File: src/rtl/assert_macros.svh
// assert_macros.svh: concurrent assertion macros shared by the RTL.
// Needs a clock named clk and an active-low reset named rst_n in scope.
`ifndef ASSERT_MACROS_SVH
`define ASSERT_MACROS_SVH

// Condition holds at every clock edge outside reset
`define ASSERT_ALWAYS(label, expr, msg) \
  label: assert property (@(posedge clk) disable iff (!rst_n) (expr)) else $error(msg);

// Consequent holds in the same cycle as the antecedent
`define ASSERT_IMPL(label, ante, cons, msg) \
  label: assert property (@(posedge clk) disable iff (!rst_n) (ante) |-> (cons)) else $error(msg);

// Consequent holds in the cycle after the antecedent
`define ASSERT_NEXT(label, ante, cons, msg) \
  label: assert property (@(posedge clk) disable iff (!rst_n) (ante) |=> (cons)) else $error(msg);

`endif

File: src/rtl/piq_pkg.sv
// piq_pkg: types, codes and constants of the priority inbox queue.
// Used by the controller, the datapath and the top level; depends on nothing.
package piq_pkg;

  localparam int DEPTH_DEFAULT = 16;

  localparam int PRIO_W     = 3;
  localparam int TSTAMP_W   = 32;
  localparam int MSG_TYPE_W = 3;
  localparam int HANDLE_W   = 16;
  localparam int STATUS_W   = 2;
  localparam int OUT_CNT_W  = 5;
  localparam int FILTER_W   = 4;
  localparam int NUM_TYPES  = 2 ** MSG_TYPE_W;

  // Operation codes
  localparam logic KIND_PUSH = 1'b0;
  localparam logic KIND_POP  = 1'b1;

  // Result status codes
  localparam logic [STATUS_W-1:0] ST_OK    = 2'd0;
  localparam logic [STATUS_W-1:0] ST_EMPTY = 2'd1;
  localparam logic [STATUS_W-1:0] ST_FULL  = 2'd2;

  typedef struct packed {
    logic                  kind;
    logic [PRIO_W-1:0]     in_priority;
    logic [TSTAMP_W-1:0]   in_timestamp;
    logic [MSG_TYPE_W-1:0] in_msg_type;
    logic [HANDLE_W-1:0]   in_handle;
  } in_item_t;

  typedef struct packed {
    logic [STATUS_W-1:0]   status;
    logic [PRIO_W-1:0]     out_priority;
    logic [TSTAMP_W-1:0]   out_timestamp;
    logic [MSG_TYPE_W-1:0] out_msg_type;
    logic [HANDLE_W-1:0]   out_handle;
    logic [OUT_CNT_W-1:0]  total_count;
    logic [OUT_CNT_W-1:0]  filtered_count;
  } out_item_t;

  // One stored entry
  typedef struct packed {
    logic [PRIO_W-1:0]     prio;
    logic [TSTAMP_W-1:0]   tstamp;
    logic [MSG_TYPE_W-1:0] msg_type;
    logic [HANDLE_W-1:0]   handle;
  } entry_t;

  // Controller to datapath
  typedef struct packed {
    logic accept;
    logic scan;
    logic shift;
    logic load_out;
  } piq_cmd_t;

  // Datapath to controller
  typedef struct packed {
    logic empty;
    logic scan_last;
    logic shift_done;
    logic out_free;
  } piq_stat_t;

endpackage

File: src/rtl/piq_ram.sv
// piq_ram: generic single-write, single-read RAM with registered read data.
// Stand-alone; no package needed.
module piq_ram #(
  parameter int WIDTH = 8,
  parameter int DEPTH = 16
) (
  input  logic                     clk,
  input  logic                     we,
  input  logic [$clog2(DEPTH)-1:0] waddr,
  input  logic [WIDTH-1:0]         wdata,
  input  logic [$clog2(DEPTH)-1:0] raddr,
  output logic [WIDTH-1:0]         rdata
);

  logic [WIDTH-1:0] mem_r [DEPTH];
  logic [WIDTH-1:0] rdata_r;

  // Write port and registered read port
  always_ff @(posedge clk) begin
    if (we) begin
      mem_r[waddr] <= wdata;
    end
    rdata_r <= mem_r[raddr];
  end

  assign rdata = rdata_r;

endmodule

File: src/rtl/piq_ctrl.sv
// piq_ctrl: controller state machine of the priority inbox queue.
// Depends on piq_pkg for the command and status structs and operation codes.
module piq_ctrl
  import piq_pkg::*;
(
  input  logic      clk,
  input  logic      rst_n,
  input  logic      in_valid,
  input  logic      in_kind,
  output logic      in_stall,
  input  piq_stat_t stat,
  output piq_cmd_t  cmd
);

  typedef enum logic [3:0] {
    S_IDLE  = 4'b0001,
    S_SCAN  = 4'b0010,
    S_SHIFT = 4'b0100,
    S_DONE  = 4'b1000
  } state_t;

  state_t state_r, state_nxt;
  logic   accept;

  assign in_stall = (state_r != S_IDLE);
  assign accept   = in_valid && (state_r == S_IDLE);

  // Commands to the datapath
  always_comb begin
    cmd.accept   = accept;
    cmd.scan     = (state_r == S_SCAN);
    cmd.shift    = (state_r == S_SHIFT);
    cmd.load_out = (state_r == S_DONE) && stat.out_free;
  end

  // Next state
  always_comb begin
    state_nxt = state_r;
    unique case (state_r)
      S_IDLE: begin
        if (accept) begin
          if ((in_kind == KIND_POP) && !stat.empty) begin
            state_nxt = S_SCAN;
          end else begin
            state_nxt = S_DONE;
          end
        end
      end
      S_SCAN: begin
        if (stat.scan_last) begin
          state_nxt = S_SHIFT;
        end
      end
      S_SHIFT: begin
        if (stat.shift_done) begin
          state_nxt = S_DONE;
        end
      end
      S_DONE: begin
        if (stat.out_free) begin
          state_nxt = S_IDLE;
        end
      end
      default: state_nxt = S_IDLE;
    endcase
  end

  always_ff @(posedge clk) begin
    if (!rst_n) begin
      state_r <= S_IDLE;
    end else begin
      state_r <= state_nxt;
    end
  end

endmodule

File: src/rtl/piq_dp.sv
// piq_dp: datapath of the priority inbox queue: entry RAM, scan and shift
// pointers, counters, type filter and result register. Uses piq_pkg, piq_ram.
`include "assert_macros.svh"

module piq_dp
  import piq_pkg::*;
#(
  parameter int DEPTH = DEPTH_DEFAULT
) (
  input  logic                       clk,
  input  logic                       rst_n,
  input  piq_cmd_t                   cmd,
  output piq_stat_t                  stat,
  input  in_item_t                   in_data,
  input  logic                       cfg_wr_en,
  input  logic signed [FILTER_W-1:0] cfg_wr_data,
  output logic                       out_valid,
  input  logic                       out_stall,
  output out_item_t                  out_data
);

  localparam int AW = $clog2(DEPTH);
  localparam int CW = $clog2(DEPTH + 1);
  localparam int EW = $bits(entry_t);

  // Control state
  logic [CW-1:0]              cnt_r, cnt_nxt;
  logic [CW-1:0]              type_cnt_r [NUM_TYPES];
  logic [CW-1:0]              type_cnt_nxt [NUM_TYPES];
  logic signed [FILTER_W-1:0] filt_r;
  logic                       out_valid_r;

  // Working registers
  logic [AW-1:0]       vidx_r;
  logic [AW-1:0]       best_idx_r;
  logic [AW-1:0]       wr_idx_r;
  entry_t              best_r;
  logic [STATUS_W-1:0] status_r;
  out_item_t           out_data_r;

  logic          full, push_ok, pop_commit, take;
  logic [AW-1:0] last_idx, best_idx_fin;
  logic [CW-1:0] filt_cnt;
  entry_t        rd_entry, wr_entry;
  logic [EW-1:0] ram_rdata;
  logic          ram_we;
  logic [AW-1:0] ram_waddr, ram_raddr;

  piq_ram #(
    .WIDTH (EW),
    .DEPTH (DEPTH)
  ) u_ram (
    .clk   (clk),
    .we    (ram_we),
    .waddr (ram_waddr),
    .wdata (wr_entry),
    .raddr (ram_raddr),
    .rdata (ram_rdata)
  );

  assign rd_entry = entry_t'(ram_rdata);

  // Status toward the controller
  assign last_idx   = AW'(cnt_r - CW'(1));
  assign full       = (cnt_r == CW'(DEPTH));
  assign stat.empty      = (cnt_r == '0);
  assign stat.scan_last  = (vidx_r == last_idx);
  assign stat.shift_done = (wr_idx_r == last_idx);
  assign stat.out_free   = !out_valid_r || !out_stall;

  assign push_ok    = cmd.accept && (in_data.kind == KIND_PUSH) && !full;
  assign pop_commit = cmd.shift && stat.shift_done;

  // Scan compare: higher priority wins, then smaller timestamp, first seen on a full tie
  assign take = (vidx_r == '0) ||
                (rd_entry.prio > best_r.prio) ||
                ((rd_entry.prio == best_r.prio) && (rd_entry.tstamp < best_r.tstamp));
  assign best_idx_fin = take ? vidx_r : best_idx_r;

  // RAM read address: start of scan, next scan slot, or the entry above the hole
  always_comb begin
    priority if (cmd.accept) begin
      ram_raddr = '0;
    end else if (cmd.scan) begin
      ram_raddr = stat.scan_last ? (best_idx_fin + AW'(1)) : (vidx_r + AW'(1));
    end else begin
      ram_raddr = wr_idx_r + AW'(2);
    end
  end

  // RAM write: push appends at the end, shift moves an entry down one place
  always_comb begin
    if (cmd.shift) begin
      ram_we    = !stat.shift_done;
      ram_waddr = wr_idx_r;
      wr_entry  = rd_entry;
    end else begin
      ram_we          = push_ok;
      ram_waddr       = AW'(cnt_r);
      wr_entry.prio     = in_data.in_priority;
      wr_entry.tstamp   = in_data.in_timestamp;
      wr_entry.msg_type = in_data.in_msg_type;
      wr_entry.handle   = in_data.in_handle;
    end
  end

  // Total and per-type counters
  always_comb begin
    cnt_nxt = cnt_r;
    if (push_ok) begin
      cnt_nxt = cnt_r + CW'(1);
    end else if (pop_commit) begin
      cnt_nxt = cnt_r - CW'(1);
    end
    for (int t = 0; t < NUM_TYPES; t++) begin
      type_cnt_nxt[t] = type_cnt_r[t];
      if (push_ok && (in_data.in_msg_type == MSG_TYPE_W'(t))) begin
        type_cnt_nxt[t] = type_cnt_r[t] + CW'(1);
      end else if (pop_commit && (best_r.msg_type == MSG_TYPE_W'(t))) begin
        type_cnt_nxt[t] = type_cnt_r[t] - CW'(1);
      end
    end
  end

  // Negative filter counts everything
  assign filt_cnt = filt_r[FILTER_W-1] ? cnt_r : type_cnt_r[filt_r[MSG_TYPE_W-1:0]];

  always_ff @(posedge clk) begin
    if (!rst_n) begin
      cnt_r       <= '0;
      filt_r      <= '1;
      out_valid_r <= 1'b0;
      for (int t = 0; t < NUM_TYPES; t++) begin
        type_cnt_r[t] <= '0;
      end
    end else begin
      cnt_r <= cnt_nxt;
      for (int t = 0; t < NUM_TYPES; t++) begin
        type_cnt_r[t] <= type_cnt_nxt[t];
      end
      if (cfg_wr_en) begin
        filt_r <= cfg_wr_data;
      end
      if (cmd.load_out) begin
        out_valid_r <= 1'b1;
      end else if (!out_stall) begin
        out_valid_r <= 1'b0;
      end
    end
  end

  // Scan, shift and result payload
  always_ff @(posedge clk) begin
    if (cmd.accept) begin
      best_r <= '0;
      vidx_r <= '0;
      if (in_data.kind == KIND_PUSH) begin
        status_r <= full ? ST_FULL : ST_OK;
      end else begin
        status_r <= stat.empty ? ST_EMPTY : ST_OK;
      end
    end
    if (cmd.scan) begin
      vidx_r <= vidx_r + AW'(1);
      if (take) begin
        best_r     <= rd_entry;
        best_idx_r <= vidx_r;
      end
      if (stat.scan_last) begin
        wr_idx_r <= best_idx_fin;
      end
    end
    if (cmd.shift && !stat.shift_done) begin
      wr_idx_r <= wr_idx_r + AW'(1);
    end
    if (cmd.load_out) begin
      out_data_r.status         <= status_r;
      out_data_r.out_priority   <= best_r.prio;
      out_data_r.out_timestamp  <= best_r.tstamp;
      out_data_r.out_msg_type   <= best_r.msg_type;
      out_data_r.out_handle     <= best_r.handle;
      out_data_r.total_count    <= OUT_CNT_W'(cnt_r);
      out_data_r.filtered_count <= OUT_CNT_W'(filt_cnt);
    end
  end

  assign out_valid = out_valid_r;
  assign out_data  = out_data_r;

  `ASSERT_ALWAYS(a_cnt_in_range, cnt_r <= CW'(DEPTH), "entry count above capacity")
  `ASSERT_ALWAYS(a_filt_le_total, filt_cnt <= cnt_r, "filtered count above total count")
  `ASSERT_NEXT(a_pop_dec, pop_commit, cnt_r == $past(cnt_r) - CW'(1), "pop did not drop count")
  `ASSERT_IMPL(a_no_push_full, ram_we && !cmd.shift, !full, "write into a full store")

endmodule

File: src/rtl/priority_inbox_queue.sv
// priority_inbox_queue: fixed-capacity inbox that serves entries by priority.
// Push: from acceptance the controller goes to DONE and loads the result. Pop of n
// stored entries with the winner at place b: the RAM scan reads all n entries, the
// entries above b shift down one place, and the result is loaded.
// One item at a time; the next is taken the cycle after the result is loaded.
// Synchronous active-low reset empties the store and sets the type filter to -1.
module priority_inbox_queue
  import piq_pkg::*;
#(
  parameter int DEPTH = DEPTH_DEFAULT
) (
  input  logic                       clk,
  input  logic                       rst_n,
  input  logic                       in_valid,
  output logic                       in_stall,
  input  in_item_t                   in_data,
  output logic                       out_valid,
  input  logic                       out_stall,
  output out_item_t                  out_data,
  input  logic                       cfg_wr_en,
  input  logic signed [FILTER_W-1:0] cfg_wr_data
);

  piq_cmd_t  cmd;
  piq_stat_t stat;

  // Sequencer
  piq_ctrl u_ctrl (
    .clk      (clk),
    .rst_n    (rst_n),
    .in_valid (in_valid),
    .in_kind  (in_data.kind),
    .in_stall (in_stall),
    .stat     (stat),
    .cmd      (cmd)
  );

  // Store, counters and result register
  piq_dp #(
    .DEPTH (DEPTH)
  ) u_dp (
    .clk         (clk),
    .rst_n       (rst_n),
    .cmd         (cmd),
    .stat        (stat),
    .in_data     (in_data),
    .cfg_wr_en   (cfg_wr_en),
    .cfg_wr_data (cfg_wr_data),
    .out_valid   (out_valid),
    .out_stall   (out_stall),
    .out_data    (out_data)
  );

endmodule
File: config.mk
export PLATFORM = sky130hd
export DESIGN_NAME = priority_inbox_queue
export DESIGN_NICKNAME = d
export VERILOG_FILES = /design/src/rtl/piq_pkg.sv /design/src/rtl/piq_ram.sv /design/src/rtl/piq_ctrl.sv /design/src/rtl/piq_dp.sv /design/src/rtl/priority_inbox_queue.sv
export VERILOG_INCLUDE_DIRS = /design/src /design/src/rtl
export SDC_FILE = /design/constraint.sdc
export NUM_CORES = 1
export LEC_CHECK = 0
export BUFFER_PORTS_ARGS = -buffer_cell sky130_fd_sc_hd__buf_2
export CAP_MARGIN = 20
export CORE_ASPECT_RATIO = 0.9
export CORE_MARGIN = 1.5
export CORE_UTILIZATION = 56
export CTS_CLUSTER_DIAMETER = 40
export DETAILED_ROUTE_END_ITERATION = 12
export GPL_TIMING_DRIVEN = 0
export PLACE_DENSITY = 0.76
export SYNTH_ARGS = -nofsm -noshare
export SYNTH_HDL_FRONTEND = slang
export SYNTH_SLANG_ARGS = --single-unit
File: constraint.sdc
create_clock -name clk -period 4.6 [get_ports clk]
set_input_delay 0.46 -clock clk [delete_from_list [all_inputs] [get_ports clk]]
set_output_delay 0.46 -clock clk [all_outputs]
set_load 0.02 [all_outputs]
==> reports/results.ini <==
[synth]
ys_seq_elements = 1109
synth.distinct_cells = 62
synth_fa_ha_area_share_pct = 2.13
synth-xor-area-share_pct = 1.07
synth-simple-area-share_pct = 7.23
synth-main-ff-cell = edfxtp_1
netlist_area_um2 = 45800
syn_nets = 3163
synth_most_common_cell = edfxtp_1
avgSynthCellArea_um2 = 15.1
yosys_warnings = 0
synthArstFlopShare_pct = 0
synth-seq-area-share_pct = 69.2
synthCells = 3026
yosys-top-cells-area = edfxtp_1, mux2i_1, dfxtp_1, nand3_1, nand2_1
netlist_top_cells_count = edfxtp_1, mux2i_1, nand2_1
synth_top_area_share_pct = 61.9
yosys.area.top_type = edfxtp_1
synth_compound_area_share_pct = 2.57
synthMuxAreaShare_pct = 15.3
synth_top_family_by_area = multiplexers
synth_edf_count = 944

[sta]
finClkSkew_ps = 26.4
fin_crit_sh_pct = 99.6
worst_pin_slew_ps = 1540
fmax_mhz = 218
setup_viol_count_final = 0
slew_headroom_pct = -3.21
hold_viol = 0
period_needed_ps = 4580
tns_ps = 0
slew_viol_final = 12
holdWs_ps = 39.9

[worst_setup_path]
critical_path_class = reg -> reg
crit_arrival_ps = 5170
crit_chain = inv_1 -> ha_1 -> nand4_1 -> or4_4 -> o211ai_4 -> a21oi_2 -> nor2_2 -> buf_6 -> nand2_1 -> o21ai_2 -> ha_1 -> mux2_2 -> o21ai_4 -> clkbuf_16 -> buf_12 -> buf_8 -> mux2i_1 -> mux2i_1 -> nand3_1 -> nand4_1
worstPathMaxFanout = 10
crit-reg2reg-launch = u_dp.best_r[34]$_DFF_P_
rr_worst_depth = 20
ff2ff_setup_slack_ps = 20
timing.rr.end = u_dp.u_ram.rdata[26]$_DFF_P_
slowest_delay_ps = 560
crit_path_top_delay_cell = or4_4
cp-start-kind = register
worst_setup_path_end_kind = register
required_ps = 5190

[clock_network]
clkTransAtPathRegs_ps = 60
clock_latency_ps = 730
numCtsBuffers = 134
cts.sinks = 1109
clk_path_buf_depth = 3
cts_tree = done
clock-root-buffer = clkbuf_16
cts.htree.levels = 4

[run]
maxCapViolations = 2

[layout]
area_delta_synth_final_pct = 18.9
instances_no_fill = 4536
layout.nets = 3503
drive_gt1_share_pct = 17.0
fill_cells = 5322
final_design_area_no_fill_um2 = 54400
antenna_cells = 0

[detailed_routing]
drt-vias-per-instance = 6.22
drtPass1Iterations = 6
totalWireLength_mm = 121
vias = 28233
drc = 0
drtAntennaViolNets = 0
drtIter0Drc = 3624
post_drt_wl_per_cell_um = 26.7

[placed_design]
dp_hpwl_mm = 77.3
dpl_cell_area_um2 = 48800
post-place-cells = 4257
routabilityCongestion = 0.827
io_buffers = 129

[outcome]
failed_checks = max-capacitance violations, max-slew violations
status = finished with violations

[die]
die_w_um = 304
core_um2 = 81000
num_rows = 99
fp.dieH_um = 274
dieArea_um2 = 83400
start_util_pct = 56.5
ios = 132

[min_path]
hp-class = in -> reg
hold_path_end = u_ctrl.state_r[0]$_SDFFE_PN1P_
hold_path_startpoint = in_valid
min_delay_path_depth = 2

[global_routing]
grt_pass1_wl_mm = 174
grt_util_all_layers_pct = 28.2
grt_pass1_vias = 28449
grt-ovfl-total = 0
grt_max_degree = 26
antenna_found_initial = 2

[pwr]
p_per_area_nw_per_um2 = 467
power_leakage_nw = 21.4
total_power_mw = 25.4
irDropWorstVdd_mv = 0.365

registers in the layout, summed over array words and instances, names as in the netlist, named ones only:
name	flops
u_ctrl.state_r	4
u_dp.best_idx_r	4
u_dp.best_r	54
u_dp.cnt_r	5
u_dp.filt_r	4
u_dp.out_data	66
u_dp.out_valid	1
u_dp.status_r	2
u_dp.type_cnt_r	40
u_dp.u_ram.mem_r	864
u_dp.u_ram.rdata	54
u_dp.vidx_r	4
u_dp.wr_idx_r	4
metrics by stage:
step           utilization, %  setup WS (ps)
2_1_floorplan               -           -214
3_3_place_gp             59.0          -3160
3_5_place_dp             60.2          -1110
4_1_cts                  66.4          -12.5
5_1_grt                  67.2          -50.5
6_report                 67.2           17.5
repair_timing:
action,4_1_cts,5_1_grt
hold buffers,4,0
endpoints found under the setup margin,54,82
gates resized for setup,68,92
cloned,1,8
buffers inserted,7,13
endpoints found under the hold margin,7,0
pin swaps,4,14
per-layer routing:
metal / vias to the layer above / track usage (%) / share of wire, %
met5: - / 0 / 0.012
met4: 2 / 12.8 / 3.8
met3: 296 / 5.81 / 10
li1: 12157 / - / -
met1: 14053 / 36.5 / 38
met2: 1725 / 46.4 / 48
area by class of cell:
type / count / area [um2] / area share (%)
Sequential cell: 1109 / 31700 / 58.2
Multi-Input combinational cell: 1703 / 13200 / 24.3
Clock buffer: 166 / 3720 / 6.84
Timing Repair Buffer: 203 / 1920 / 3.53
Buffer: 168 / 1420 / 2.61
Tap cell: 1060 / 1330 / 2.44
Clock inverter: 80 / 995 / 1.83
Inverter: 47 / 176 / 0.324
worst max-delay path, delay by kind of cell, from the launching register on:
| kind | cells | cell delay [ps] |
|---|---|---|
| AOI/OAI and AO/OA | 4 | 730 |
| adders and majority gates | 2 | 580 |
| buffers and inverters | 5 | 790 |
| DFF | 1 | 370 |
| muxes | 3 | 730 |
| and+or+nand+nor | 6 | 1210 |
layout by cell type, fill, tap and decap left out, types with 35 or more instances in the layout:
| cell | n |
|---|---|
| mux2i_1 | 667 |
| edfxtp_1 | 944 |
| o21ai_0 | 42 |
| clkbuf_1 | 74 |
| nand4_1 | 62 |
| nand3_1 | 229 |
| ha_1 | 65 |
| nor2_1 | 35 |
| clkbuf_16 | 148 |
| a21oi_1 | 37 |
| buf_4 | 38 |
| nand2_1 | 280 |
| buf_12 | 41 |
| inv_1 | 43 |
| buf_2 | 141 |
| dfxtp_1 | 161 |
| o31ai_1 | 39 |
where the power goes:
part	switching, mW	total [mW]	internal [mW]
clock network	4.20	11.0	6.82
logic	1.86	3.01	1.15
registers	0.193	11.4	11.2
total	6.25	25.4	19.2
worst max path at each step:
| stage | startpoint | endpoint | slack (ps) | cells after the start |
|---|---|---|---|---|
| final | u_dp.best_r[34]$_DFF_P_ | u_dp.u_ram.rdata[26]$_DFF_P_ | 20 | 20 |
| after global routing | u_dp.best_r[37]$_DFF_P_ | u_dp.u_ram.rdata[26]$_DFF_P_ | -50 | 20 |
| after CTS | u_dp.best_r[37]$_DFF_P_ | u_dp.u_ram.rdata[33]$_DFF_P_ | -10 | 20 |
| after detailed placement | u_dp.best_r[21]$_DFF_P_ | u_dp.u_ram.rdata[35]$_DFF_P_ | -1110 | 19 |
| after global placement | u_dp.cnt_r[0]$_SDFFE_PN0P_ | u_dp.u_ram.mem_r[7][4]$_DFFE_PP_ | -3160 | 11 |
| after floorplan | u_dp.cnt_r[0]$_SDFFE_PN0P_ | u_dp.u_ram.mem_r[0][0]$_DFFE_PP_ | -210 | 11 |
cells by family after synthesis:
logic type               Yosys count
buffers and inverters            216
flip-flops                      1109
multiplexers                     686
adder cells (fa/ha/maj)           73
XOR/XNOR                          55
AO/OA/AOI/OAI                    182
AND/OR/NAND/NOR                  705
(Power assumes the default switching activity.)
